[config.mk]
export PLATFORM = sky130hd
export DESIGN_NAME = contiguous_bitmap_allocator
export DESIGN_NICKNAME = d
export VERILOG_FILES = /design/src/cba_pkg.sv /design/src/cba_ctrl.sv /design/src/cba_dpath.sv /design/src/contiguous_bitmap_allocator.sv
export VERILOG_INCLUDE_DIRS = /design/src /design/src/src
export SDC_FILE = /design/constraint.sdc
export NUM_CORES = 2
export LEC_CHECK = 0
export BUFFER_PORTS_ARGS = -buffer_cell sky130_fd_sc_hd__buf_2
export CORE_MARGIN = 2
export CORE_UTILIZATION = 55
export CTS_CLUSTER_DIAMETER = 30
export DETAILED_ROUTE_END_ITERATION = 10
export PLACE_DENSITY = 0.71
export RECOVER_POWER = 100
export SYNTH_ARGS = -nofsm -noshare
export SYNTH_HDL_FRONTEND = slang
export SYNTH_SLANG_ARGS = --single-unit
export TNS_END_PERCENT = 5
[constraint.sdc]
create_clock -name clock -period 3.86 [get_ports clock]
set_input_delay 0.772 -clock clock [delete_from_list [all_inputs] [get_ports clock]]
set_output_delay 0.772 -clock clock [all_outputs]
set_load 0.01 [all_outputs]
[src/assert_macros.svh]
// Assertion helpers used by the RTL.
`ifndef ASSERT_MACROS_SVH
`define ASSERT_MACROS_SVH

`ifndef SYNTHESIS

// same-cycle implication
`define ASSERT_IMP(label, clk, rst, ante, cons) \
   label: assert property (@(posedge clk) disable iff (rst) (ante) |-> (cons)) \
      else $error("assertion failed");

// next-cycle implication
`define ASSERT_NXT(label, clk, rst, ante, cons) \
   label: assert property (@(posedge clk) disable iff (rst) (ante) |=> (cons)) \
      else $error("assertion failed");

`else

`define ASSERT_IMP(label, clk, rst, ante, cons)
`define ASSERT_NXT(label, clk, rst, ante, cons)

`endif

`endif

[src/cba_pkg.sv]
package cba_pkg;

   localparam int NUM_BUFFERS  = 256;
   localparam int BUFFER_BYTES = 16;

   localparam int IDX_W      = $clog2(NUM_BUFFERS);
   localparam int CNT_W      = IDX_W + 1;
   localparam int BYTES_W    = 13;
   localparam int NEED_W     = BYTES_W + 1;
   localparam int FIDX_W     = 8;
   localparam int STATUS_W   = 2;
   localparam int START_W    = 8;
   localparam int REQ_DATA_W = ((BYTES_W + FIDX_W + 7) / 8) * 8;
   localparam int RSP_DATA_W = ((STATUS_W + START_W + 7) / 8) * 8;

   typedef logic [IDX_W-1:0]       idx_type;
   typedef logic [CNT_W-1:0]       cnt_type;
   typedef logic [NEED_W-1:0]      need_type;
   typedef logic [NUM_BUFFERS-1:0] map_type;

   typedef enum logic [STATUS_W-1:0] {
      STATUS_OK         = 2'd0,
      STATUS_ALLOC_FAIL = 2'd1,
      STATUS_FREE_NONE  = 2'd2
   } status_type;

   typedef enum logic [2:0] {
      ST_IDLE,
      ST_CHECK,
      ST_SCAN,
      ST_MARK,
      ST_WALK,
      ST_DONE
   } state_type;

   // controller -> datapath
   typedef struct packed {
      logic       load;
      logic       scan;
      logic       mark;
      logic       walk;
      logic       set_status;
      status_type status;
   } cmd_type;

   // datapath -> controller
   typedef struct packed {
      logic op_free;
      logic need_bad;
      logic free_bad;
      logic scan_end;
      logic hit;
      logic cur_alloc;
      logic cur_cont;
      logic mark_last;
   } sts_type;

endpackage

[src/cba_ctrl.sv]
module cba_ctrl (
   input  logic             clock,
   input  logic             reset,
   input  logic             req_valid,
   output logic             req_ready,
   input  logic             out_free,
   output logic             emit,
   output cba_pkg::cmd_type cmd,
   input  cba_pkg::sts_type sts
);

   cba_pkg::state_type state_ff, state_in;

   always_ff @(posedge clock) begin
      if (reset) begin
         state_ff <= cba_pkg::ST_IDLE;
      end else begin
         state_ff <= state_in;
      end
   end

   always_comb begin
      state_in       = state_ff;
      req_ready      = 1'b0;
      emit           = 1'b0;
      cmd            = '0;
      cmd.status     = cba_pkg::STATUS_OK;
      case (state_ff)
         cba_pkg::ST_IDLE: begin
            req_ready = 1'b1;
            if (req_valid) begin
               cmd.load = 1'b1;
               state_in = cba_pkg::ST_CHECK;
            end
         end
         cba_pkg::ST_CHECK: begin
            if (sts.op_free) begin
               if (sts.free_bad) begin
                  cmd.set_status = 1'b1;
                  cmd.status     = cba_pkg::STATUS_FREE_NONE;
                  state_in       = cba_pkg::ST_DONE;
               end else begin
                  state_in = cba_pkg::ST_WALK;
               end
            end else if (sts.need_bad) begin
               cmd.set_status = 1'b1;
               cmd.status     = cba_pkg::STATUS_ALLOC_FAIL;
               state_in       = cba_pkg::ST_DONE;
            end else begin
               state_in = cba_pkg::ST_SCAN;
            end
         end
         cba_pkg::ST_SCAN: begin
            if (sts.scan_end) begin
               cmd.set_status = 1'b1;
               cmd.status     = cba_pkg::STATUS_ALLOC_FAIL;
               state_in       = cba_pkg::ST_DONE;
            end else begin
               cmd.scan = 1'b1;
               if (sts.hit) begin
                  state_in = cba_pkg::ST_MARK;
               end
            end
         end
         cba_pkg::ST_MARK: begin
            cmd.mark = 1'b1;
            if (sts.mark_last) begin
               cmd.set_status = 1'b1;
               cmd.status     = cba_pkg::STATUS_OK;
               state_in       = cba_pkg::ST_DONE;
            end
         end
         cba_pkg::ST_WALK: begin
            if (sts.scan_end || !sts.cur_alloc) begin
               cmd.set_status = 1'b1;
               state_in       = cba_pkg::ST_DONE;
            end else begin
               cmd.walk = 1'b1;
               if (!sts.cur_cont) begin
                  cmd.set_status = 1'b1;
                  state_in       = cba_pkg::ST_DONE;
               end
            end
         end
         cba_pkg::ST_DONE: begin
            if (out_free) begin
               emit     = 1'b1;
               state_in = cba_pkg::ST_IDLE;
            end
         end
         default: begin
            state_in = cba_pkg::ST_IDLE;
         end
      endcase
   end

endmodule

[src/cba_dpath.sv]
`include "assert_macros.svh"

module cba_dpath (
   input  logic                          clock,
   input  logic                          reset,
   input  cba_pkg::cmd_type              cmd,
   output cba_pkg::sts_type              sts,
   input  logic                          op_free,
   input  logic [cba_pkg::BYTES_W-1:0]   byte_count,
   input  logic [cba_pkg::FIDX_W-1:0]    free_index,
   output cba_pkg::status_type           res_status,
   output logic [cba_pkg::START_W-1:0]   res_start
);

   cba_pkg::map_type    alloc_ff, alloc_in;
   cba_pkg::map_type    cont_ff, cont_in;
   cba_pkg::cnt_type    idx_ff, run_ff;
   cba_pkg::need_type   need_ff;
   cba_pkg::idx_type    start_ff, last_ff;
   cba_pkg::status_type status_ff;
   logic                op_ff, bad_ff;

   cba_pkg::need_type need_calc;
   cba_pkg::cnt_type  first;
   logic              scan_end, cur_alloc, cur_cont, hit, mark_last;

   assign need_calc = cba_pkg::need_type'((cba_pkg::need_type'(byte_count)
                      + cba_pkg::need_type'(cba_pkg::BUFFER_BYTES - 1))
                      / cba_pkg::BUFFER_BYTES);

   assign scan_end  = (idx_ff == cba_pkg::cnt_type'(cba_pkg::NUM_BUFFERS));
   assign cur_alloc = !scan_end && alloc_ff[idx_ff[cba_pkg::IDX_W-1:0]];
   assign cur_cont  = !scan_end && cont_ff[idx_ff[cba_pkg::IDX_W-1:0]];
   assign hit       = !scan_end && !cur_alloc &&
                      (cba_pkg::need_type'(run_ff) + cba_pkg::need_type'(1) == need_ff);
   assign first     = idx_ff + cba_pkg::cnt_type'(1) - cba_pkg::cnt_type'(need_ff);
   assign mark_last = (idx_ff[cba_pkg::IDX_W-1:0] == last_ff);

   always_comb begin
      sts.op_free   = op_ff;
      sts.need_bad  = (need_ff == '0) ||
                      (need_ff > cba_pkg::need_type'(cba_pkg::NUM_BUFFERS));
      sts.free_bad  = bad_ff || !cur_alloc;
      sts.scan_end  = scan_end;
      sts.hit       = hit;
      sts.cur_alloc = cur_alloc;
      sts.cur_cont  = cur_cont;
      sts.mark_last = mark_last;
   end

   // bitmap updates: run marking and the free walk each touch the bit at idx_ff
   always_comb begin
      alloc_in = alloc_ff;
      cont_in  = cont_ff;
      if (cmd.mark) begin
         alloc_in[idx_ff[cba_pkg::IDX_W-1:0]] = 1'b1;
         cont_in[idx_ff[cba_pkg::IDX_W-1:0]]  = !mark_last;
      end else if (cmd.walk) begin
         alloc_in[idx_ff[cba_pkg::IDX_W-1:0]] = 1'b0;
         cont_in[idx_ff[cba_pkg::IDX_W-1:0]]  = 1'b0;
      end
   end

   always_ff @(posedge clock) begin
      if (reset) begin
         alloc_ff <= '0;
         cont_ff  <= '0;
      end else begin
         alloc_ff <= alloc_in;
         cont_ff  <= cont_in;
      end
   end

   always_ff @(posedge clock) begin
      if (cmd.load) begin
         op_ff     <= op_free;
         need_ff   <= need_calc;
         bad_ff    <= (int'(free_index) >= cba_pkg::NUM_BUFFERS);
         idx_ff    <= op_free ? cba_pkg::cnt_type'(free_index) : '0;
         run_ff    <= '0;
         start_ff  <= '0;
         status_ff <= cba_pkg::STATUS_OK;
      end else begin
         if (cmd.scan) begin
            run_ff <= cur_alloc ? '0 : run_ff + cba_pkg::cnt_type'(1);
            if (hit) begin
               // go back to the head of the run to mark it
               idx_ff   <= first;
               start_ff <= first[cba_pkg::IDX_W-1:0];
               last_ff  <= idx_ff[cba_pkg::IDX_W-1:0];
            end else begin
               idx_ff <= idx_ff + cba_pkg::cnt_type'(1);
            end
         end
         if (cmd.walk || cmd.mark) begin
            idx_ff <= idx_ff + cba_pkg::cnt_type'(1);
         end
         if (cmd.set_status) begin
            status_ff <= cmd.status;
         end
      end
   end

   assign res_status = status_ff;
   assign res_start  = (status_ff == cba_pkg::STATUS_OK && !op_ff) ?
                       cba_pkg::START_W'(start_ff) : '0;

   `ASSERT_IMP(a_cont_implies_alloc, clock, reset, 1'b1, (cont_ff & ~alloc_ff) == '0)
   `ASSERT_NXT(a_mark_tail, clock, reset, cmd.mark && mark_last, alloc_ff[$past(last_ff)] && !cont_ff[$past(last_ff)])
   `ASSERT_NXT(a_walk_clears, clock, reset, cmd.walk, !alloc_ff[$past(idx_ff[cba_pkg::IDX_W-1:0])])

endmodule

[src/contiguous_bitmap_allocator.sv]
// First-fit allocator of contiguous buffer runs over a pool of NUM_BUFFERS
// buffers of BUFFER_BYTES bytes each.
// req channel: one word per request. tuser = 0 allocates a run big enough
// for byte_count bytes, tuser = 1 frees from free_index to the end of its run.
// rsp channel: exactly one word per request, in request order, carrying the
// status and, for a successful allocate, the first buffer of the run.
// A request is loaded and checked, then worked and handed off to rsp:
//   allocate: scans the buffers from buffer 0 for a free run, then goes
//             back to its head and marks each buffer of the run; a
//             failed scan ends after the last buffer;
//   free:     walks the run from free_index, clearing each buffer.
// The result word shows up on rsp in the same cycle as the next request
// can be taken. Scan, marking and free walk touch one bitmap bit per cycle;
// one request is in work at a time.
// The result sits in an output register: a new request is taken while the
// previous result waits, and if rsp_tready stays low the block holds its
// finished result and stops before its next result.
// Reset (synchronous, active high) marks every buffer free and drops any
// pending result.
module contiguous_bitmap_allocator (
   input  logic                             clock,
   input  logic                             reset,
   input  logic                             req_tvalid,
   output logic                             req_tready,
   input  logic                             req_tuser,   // operation
   input  logic [cba_pkg::REQ_DATA_W-1:0]   req_tdata,   // byte_count, free_index
   output logic                             rsp_tvalid,
   input  logic                             rsp_tready,
   output logic [cba_pkg::RSP_DATA_W-1:0]   rsp_tdata    // status, start_index
);

   cba_pkg::cmd_type    cmd;
   cba_pkg::sts_type    sts;
   cba_pkg::status_type res_status;
   logic [cba_pkg::START_W-1:0] res_start;
   logic                emit, out_free;

   logic                        rsp_valid_ff;
   cba_pkg::status_type         rsp_status_ff;
   logic [cba_pkg::START_W-1:0] rsp_start_ff;

   assign out_free = !rsp_valid_ff || rsp_tready;

   cba_ctrl u_ctrl (
      .clock     (clock),
      .reset     (reset),
      .req_valid (req_tvalid),
      .req_ready (req_tready),
      .out_free  (out_free),
      .emit      (emit),
      .cmd       (cmd),
      .sts       (sts)
   );

   cba_dpath u_dpath (
      .clock      (clock),
      .reset      (reset),
      .cmd        (cmd),
      .sts        (sts),
      .op_free    (req_tuser),
      .byte_count (req_tdata[cba_pkg::BYTES_W-1:0]),
      .free_index (req_tdata[cba_pkg::BYTES_W +: cba_pkg::FIDX_W]),
      .res_status (res_status),
      .res_start  (res_start)
   );

   always_ff @(posedge clock) begin
      if (reset) begin
         rsp_valid_ff <= 1'b0;
      end else if (emit) begin
         rsp_valid_ff <= 1'b1;
      end else if (rsp_tready) begin
         rsp_valid_ff <= 1'b0;
      end
   end

   always_ff @(posedge clock) begin
      if (emit) begin
         rsp_status_ff <= res_status;
         rsp_start_ff  <= res_start;
      end
   end

   assign rsp_tvalid = rsp_valid_ff;
   assign rsp_tdata  = cba_pkg::RSP_DATA_W'({rsp_start_ff, rsp_status_ff});

endmodule

After elaboration in Yosys (flattened, before gate mapping)
Index checks and enable logic that the tools add are counted.
Storage, ports and cells
  bits in registers: 577
  logic and storage cells: 112
  output and inout bits: 18
  input port bits: 29
Cells by class
  magnitude comparators: 3
  $add $sub $neg: 5
  bitwise gates (word level): 5
  reductions and logical operators: 24
  multiplexer cells: 49
  equal/unequal tests: 13
Operators by type and width (count)
  $mux W256: 4
  $and A256 B256 Y256: 2
  $bwmux W256: 1
  $not A256 Y256: 1
  $or A256 B256 Y256: 1
  $mux W9: 5
  $mux W3: 14
  $add A9 B1 Y9 const B: 2
  $mux W1: 18
  $pmux W3 S6: 1
  $bmux W1 S8: 2
  $add A13 B4 Y14 const B: 1
  $eq A14 B14 Y1: 1
  $gt A14 B9 Y1 const B: 1
  $logic_not A14 Y1: 1
  $add A9 B1 Y10 const B: 1
  $eq A9 B9 Y1 const B: 1
  $lt A8 B9 Y1 const B: 1
  $sub A9 B9 Y9: 1
  $demux W1 S8: 1
  $eq A8 B8 Y1: 1
  $ge A8 B1 Y1 const B: 1
  $mux W8: 1
  $eq A3 B2 Y1 const B: 2
  19 further kinds: 34

Logic depth before layout (Yosys ltp)
  word-level depth: 10
  mapped depth: 20
  depth with buffers taken out: 12

By module
A second synthesis with hierarchy kept.
Unflattened totals
  cells, all modules: 3225
  area, all modules: 27659.0 um^2
Modules (own cells, without submodules)
  cba_dpath: seq. area each 11471.0 um^2, cells an instance 3156, instances 1, area each 26919.6 um^2
  contiguous_bitmap_allocator: seq. area each 320.3 um^2, cells an instance 21, instances 1, area each 395.4 um^2
  cba_ctrl: seq. area each 60.1 um^2, cells an instance 48, instances 1, area each 344.1 um^2

Worst setup path after synthesis
No wires, ideal clock.
  kind: register to register
  start point: register u_dpath.idx_ff[1]
  end point: register u_dpath.idx_ff[8], data pin
  clock period less this slack: 4191 ps
  cell stages (with the launch flop): 20
  library setup time: 269 ps
  slack: -331 ps
  path buffers: 8
  data required time: 3591 ps
  arrival time: 3922 ps
  path through: edfxtp_1 > buf_4 > buf_6 > buf_2 > buf_8 > buf_2 > buf_2 > inv_1 > ha_1 > nor3b_1 > and3_1 > buf_4 > or4_1 > nor3_1 > nand4_1 > nor4_1 > o21ai_1 > buf_2 > nor3_1 > nor3_1
Between the ends
  word-level cells in the longest chain between the ends: 10
  elaborated cells on any way between the ends: 18
  those cells by class: add/sub: 2; eq/ne: 1; mux: 8; reduce/logical: 7
RTL lines
  from (decl): RTL line cba_dpath.sv:17  | cba_pkg::cnt_type idx_ff, run_ff;
  from (signal assigned): RTL line cba_dpath.sv:79  | idx_ff <= op_free ? cba_pkg::cnt_type'(free_index) : '0;
  from (signal assigned): RTL line cba_dpath.sv:88  | idx_ff <= first;
  from (signal assigned): RTL line cba_dpath.sv:92  | idx_ff <= idx_ff + cba_pkg::cnt_type'(1);
  branches (longest 8 deep; another with $add A9 B1 Y9)
  $mux W9 *: RTL line cba_dpath.sv:95  | if (cmd.walk || cmd.mark) begin
  $mux W9 *: RTL line cba_dpath.sv:75  | if (cmd.load) begin
Every way passes the cells marked *. The select of a mux whose other input is x is not followed.
A chain may end at the register's enable or synchronous reset.

Final worst setup path
  start point: register u_dpath.idx_ff[0]
  end point: register u_dpath.cont_ff[63]
Between the ends
  word-level cells in the longest chain between the ends: 8
  elaborated cells on any way between the ends: 22
  those cells by class: order compare: 2; eq/ne: 2; mux: 9; bitwise: 2; reduce/logical: 7
RTL lines
  $bmux W1 S8 (tied with other cells): RTL line cba_dpath.sv:32  | assign cur_alloc = !scan_end && alloc_ff[idx_ff[cba_pkg::IDX_W-1:0]];
  $mux W1 (implied by the code) (tied with other cells): RTL line cba_dpath.sv:32
  $logic_and A1 B1 Y1 / $mux W1 (equally long branches): RTL line cba_dpath.sv:32, cba_dpath.sv:57, cba_dpath.sv:60
  $logic_not A1 Y1 / $demux W1 S8 (equally long branches)
  $logic_or A1 B1 Y1 / $not A256 Y256 (equally long branches)
  $mux W1 / $and A256 B256 Y256 (equally long branches)
  $mux W1 / $mux W256 (equally long branches): RTL line cba_ctrl.sv:28, cba_dpath.sv:58
  $reduce_bool A2 Y1 (no line) / $mux W256 (equally long branches)
  to (signal assigned): RTL line cba_dpath.sv:70  | cont_ff <= cont_in;
  to (decl): RTL line cba_dpath.sv:16  | cba_pkg::map_type cont_ff, cont_in;
Several ways; a longest one is shown, not always the timed one. The select of a mux whose other input is x is not followed.

==> metrics <==
outcome finished, final reports clean; post-synthesis sequential area ratio 40.2%; WL per Instance 21.2 um; Bufs on Longest Clock Path 3; Post-DP HPWL between 50 and 60 mm; max frequency 263 MHz; flops & latches, synth ~570; H-tree depth 4; largest net degree at the start of global routing approximately 200; total die area roughly 0.055 mm2; Post-synth EDFFs 38; DR vias/cell 6.50; drt drc 0; hold crit path type primary input to flip-flop; diode count 0; Leakage between 10 and 15 nW; Rows 84; clock root buffer clkbuf_16; WHS Path Cells 3; Synth area leaders dfxtp_1 (36%), a21oi_1 (13%), nand3_1 (8.9%); MaxCap Viol Count 0; syn_area_per_cell 8.13 um2; clock slew at reported path FFs 0.05 ns; Clock Latency Late Sink 0.73 ns; first-pass GRT wire length 146 mm; IO buf count 37; startpoint types flip-flop; Routed WL just over 90 mm; crit share post-route 98.5%; commonest non-fill, non-tap cell in the layout a21oi_1; peak fanout along the critical path 16; worst r2r src u_dpath.idx_ff[0]; Cell Pwr Density ~750 mW/mm2; Die Width 236 um; layout cell share with drive strength beyond 1 15.3%; # setup viols final 0; TritonCTS Buffers between 100 and 150; CP Data Arrival Time around 4.4 ns; VDD IR max approximately 0.66 mV; commonest cells after routing, fill and taps aside a21oi_1 (762), dfxtp_1 (535), nand3_1 (522), nand2_1 (307), nor2_1 (269); synthesized cell area roughly 0.029 mm2; ys async rst share 0%; final worst slack approximately 0.057 ns; Post-Syn Instances 3628; initial antenna violation count 0; area leader, netlist dfxtp_1; Layout fillers 4107; CTS Sinks between 500 and 600; Post-CTS Hold Fix Bufs 0; HP Start req_tvalid; CTS tree yes; initial core utilization between 50% and 60%; RSZ-0062 raised after global routing true; Slew Viols, Final 0; GPL Wtd Cong 0.890; GRT overflow 0; Crit Path Category flip-flop to flip-flop; CP Capture Type flip-flop; reg2reg end u_dpath.cont_ff[63]; hold endpoint u_ctrl.state_ff[2]; Final Cell Area about 0.035 mm2; synthesis-to-layout area growth 19.5%; Yosys cell types 77; Post-DRT Antenna Nets 0; critical path required time ~4.5 ns; nets 3627; crit path time final 3.80 ns; post-synth top area share 36.3%; detailed-router iteration count before antenna repair 8; Core Box Area between 0.05 and 0.06 mm2; vias in the first global route around 27000; pre-CTS WS 0.160 ns; Tightest Pin Transition 1.29 ns; clock skew 0.0529 ns; Global Route Usage Sum between 30% and 40%; DIE HEIGHT approximately 240 um; Initial DRC Count 3444; worst rel slew slack 13.7%; synth warn 0; I/O pins 47; top_reg_cell synth dfxtp_1; reg2reg setup slack about 0.057 ns; routed vias 28444; Final Hold Viols 0; Reg2Reg Depth 13; Placement Cell Area slightly above 0.03 mm2
-- cell type report --
class	instances	area (um2)	area share, %
multi-input cells	2654	15900	45.2
flip-flops and latches	573	11900	33.6
clock buffers	176	3810	10.8
repair buffers	197	1830	5.21
well taps	688	861	2.44
clock inverters	64	836	2.37
inverters	27	103	0.291
-- critical path: stages, from the launching register on --
cell and delay, ns:
edfxtp_1 0.48, buf_12 0.26, buf_4 0.18, mux4_2 0.49, mux2i_1 0.43, a32o_1 0.26
nor4_1 0.07, a31o_2 0.29, o21ai_2 0.21, a21o_4 0.24, buf_12 0.19, buf_4 0.24
a21oi_1 0.11, o32ai_1 0.20
-- metal layers --
metal	track usage, %	share of wire [%]
met1	42.0	40
met2	52.2	47
met3	6.43	9.0
met4	16.2	4.1
met5	0	0
-- cell usage after synthesis (25+ instances only) --
cell,number
nor2_1,279
nand3_1,522
nand2_1,307
o21ai_1,104
o21ai_0,186
clkbuf_1,265
xnor2_1,25
buf_2,50
dfxtp_1,535
mux4_2,102
buf_4,25
edfxtp_1,38
mux2i_1,97
a21oi_1,762
-- logic make-up after synthesis --
kind of cell    count (synthesis)  synth area share, %
flops                         573                 40.2
buf+inv                       406                 6.28
compound gates               1139                 20.2
xor+xnor                       39                 1.16
fa+ha+maj                      14                0.619
simple gates                 1238                 19.1
mux                           218                 12.5
other cells                     1               0.0127
-- power breakdown --
part / total, mW / leakage (nW) / switching [mW] / internal, mW
Combinational: 7.77 / 4.97 / 4.91 / 2.85
Clock: 11.4 / 2.27 / 3.79 / 7.60
Sequential: 7.12 / 4.68 / 0.525 / 6.59
Total: 26.3 / 11.9 / 9.22 / 17.0
-- through the flow --
step,std cells,power [mW],hold WS [ns],util [%],setup TNS [ns]
3_5_place_dp,4137,14.7,0.450,57.9,0
3_3_place_gp,4137,14.5,0.451,57.9,0
2_1_floorplan,3633,12.0,0.424,-,0
4_1_cts,4377,26.1,0.321,66.7,0
6_report,4379,26.3,0.349,66.8,0
5_1_grt,4379,27.1,0.351,66.8,-0.0116
-- worst max-delay path by stage --
stage,from,end,slack (ns),cells past startpoint
6_report,u_dpath.idx_ff[0],u_dpath.cont_ff[63],0.06,13
5_1_grt,u_dpath.idx_ff[2],u_dpath.idx_ff[2],-0.008,13
4_1_cts,u_dpath.idx_ff[0],u_dpath.cont_ff[63],0.08,12
3_5_place_dp,u_dpath.idx_ff[0],flip-flop,0.16,12
3_3_place_gp,u_dpath.idx_ff[2],u_dpath.idx_ff[2],0.21,13
2_1_floorplan,u_dpath.idx_ff[1],u_dpath.idx_ff[8],0.03,19
-- what timing repair did --
item                                   4_1_cts  5_1_grt
endpoints found under the hold margin        0        0
setup buffers                                0        1
setup endpoints to repair                    0       98
resized for setup                            0        5
No activity file was read; power rests on OpenSTA's default activity.
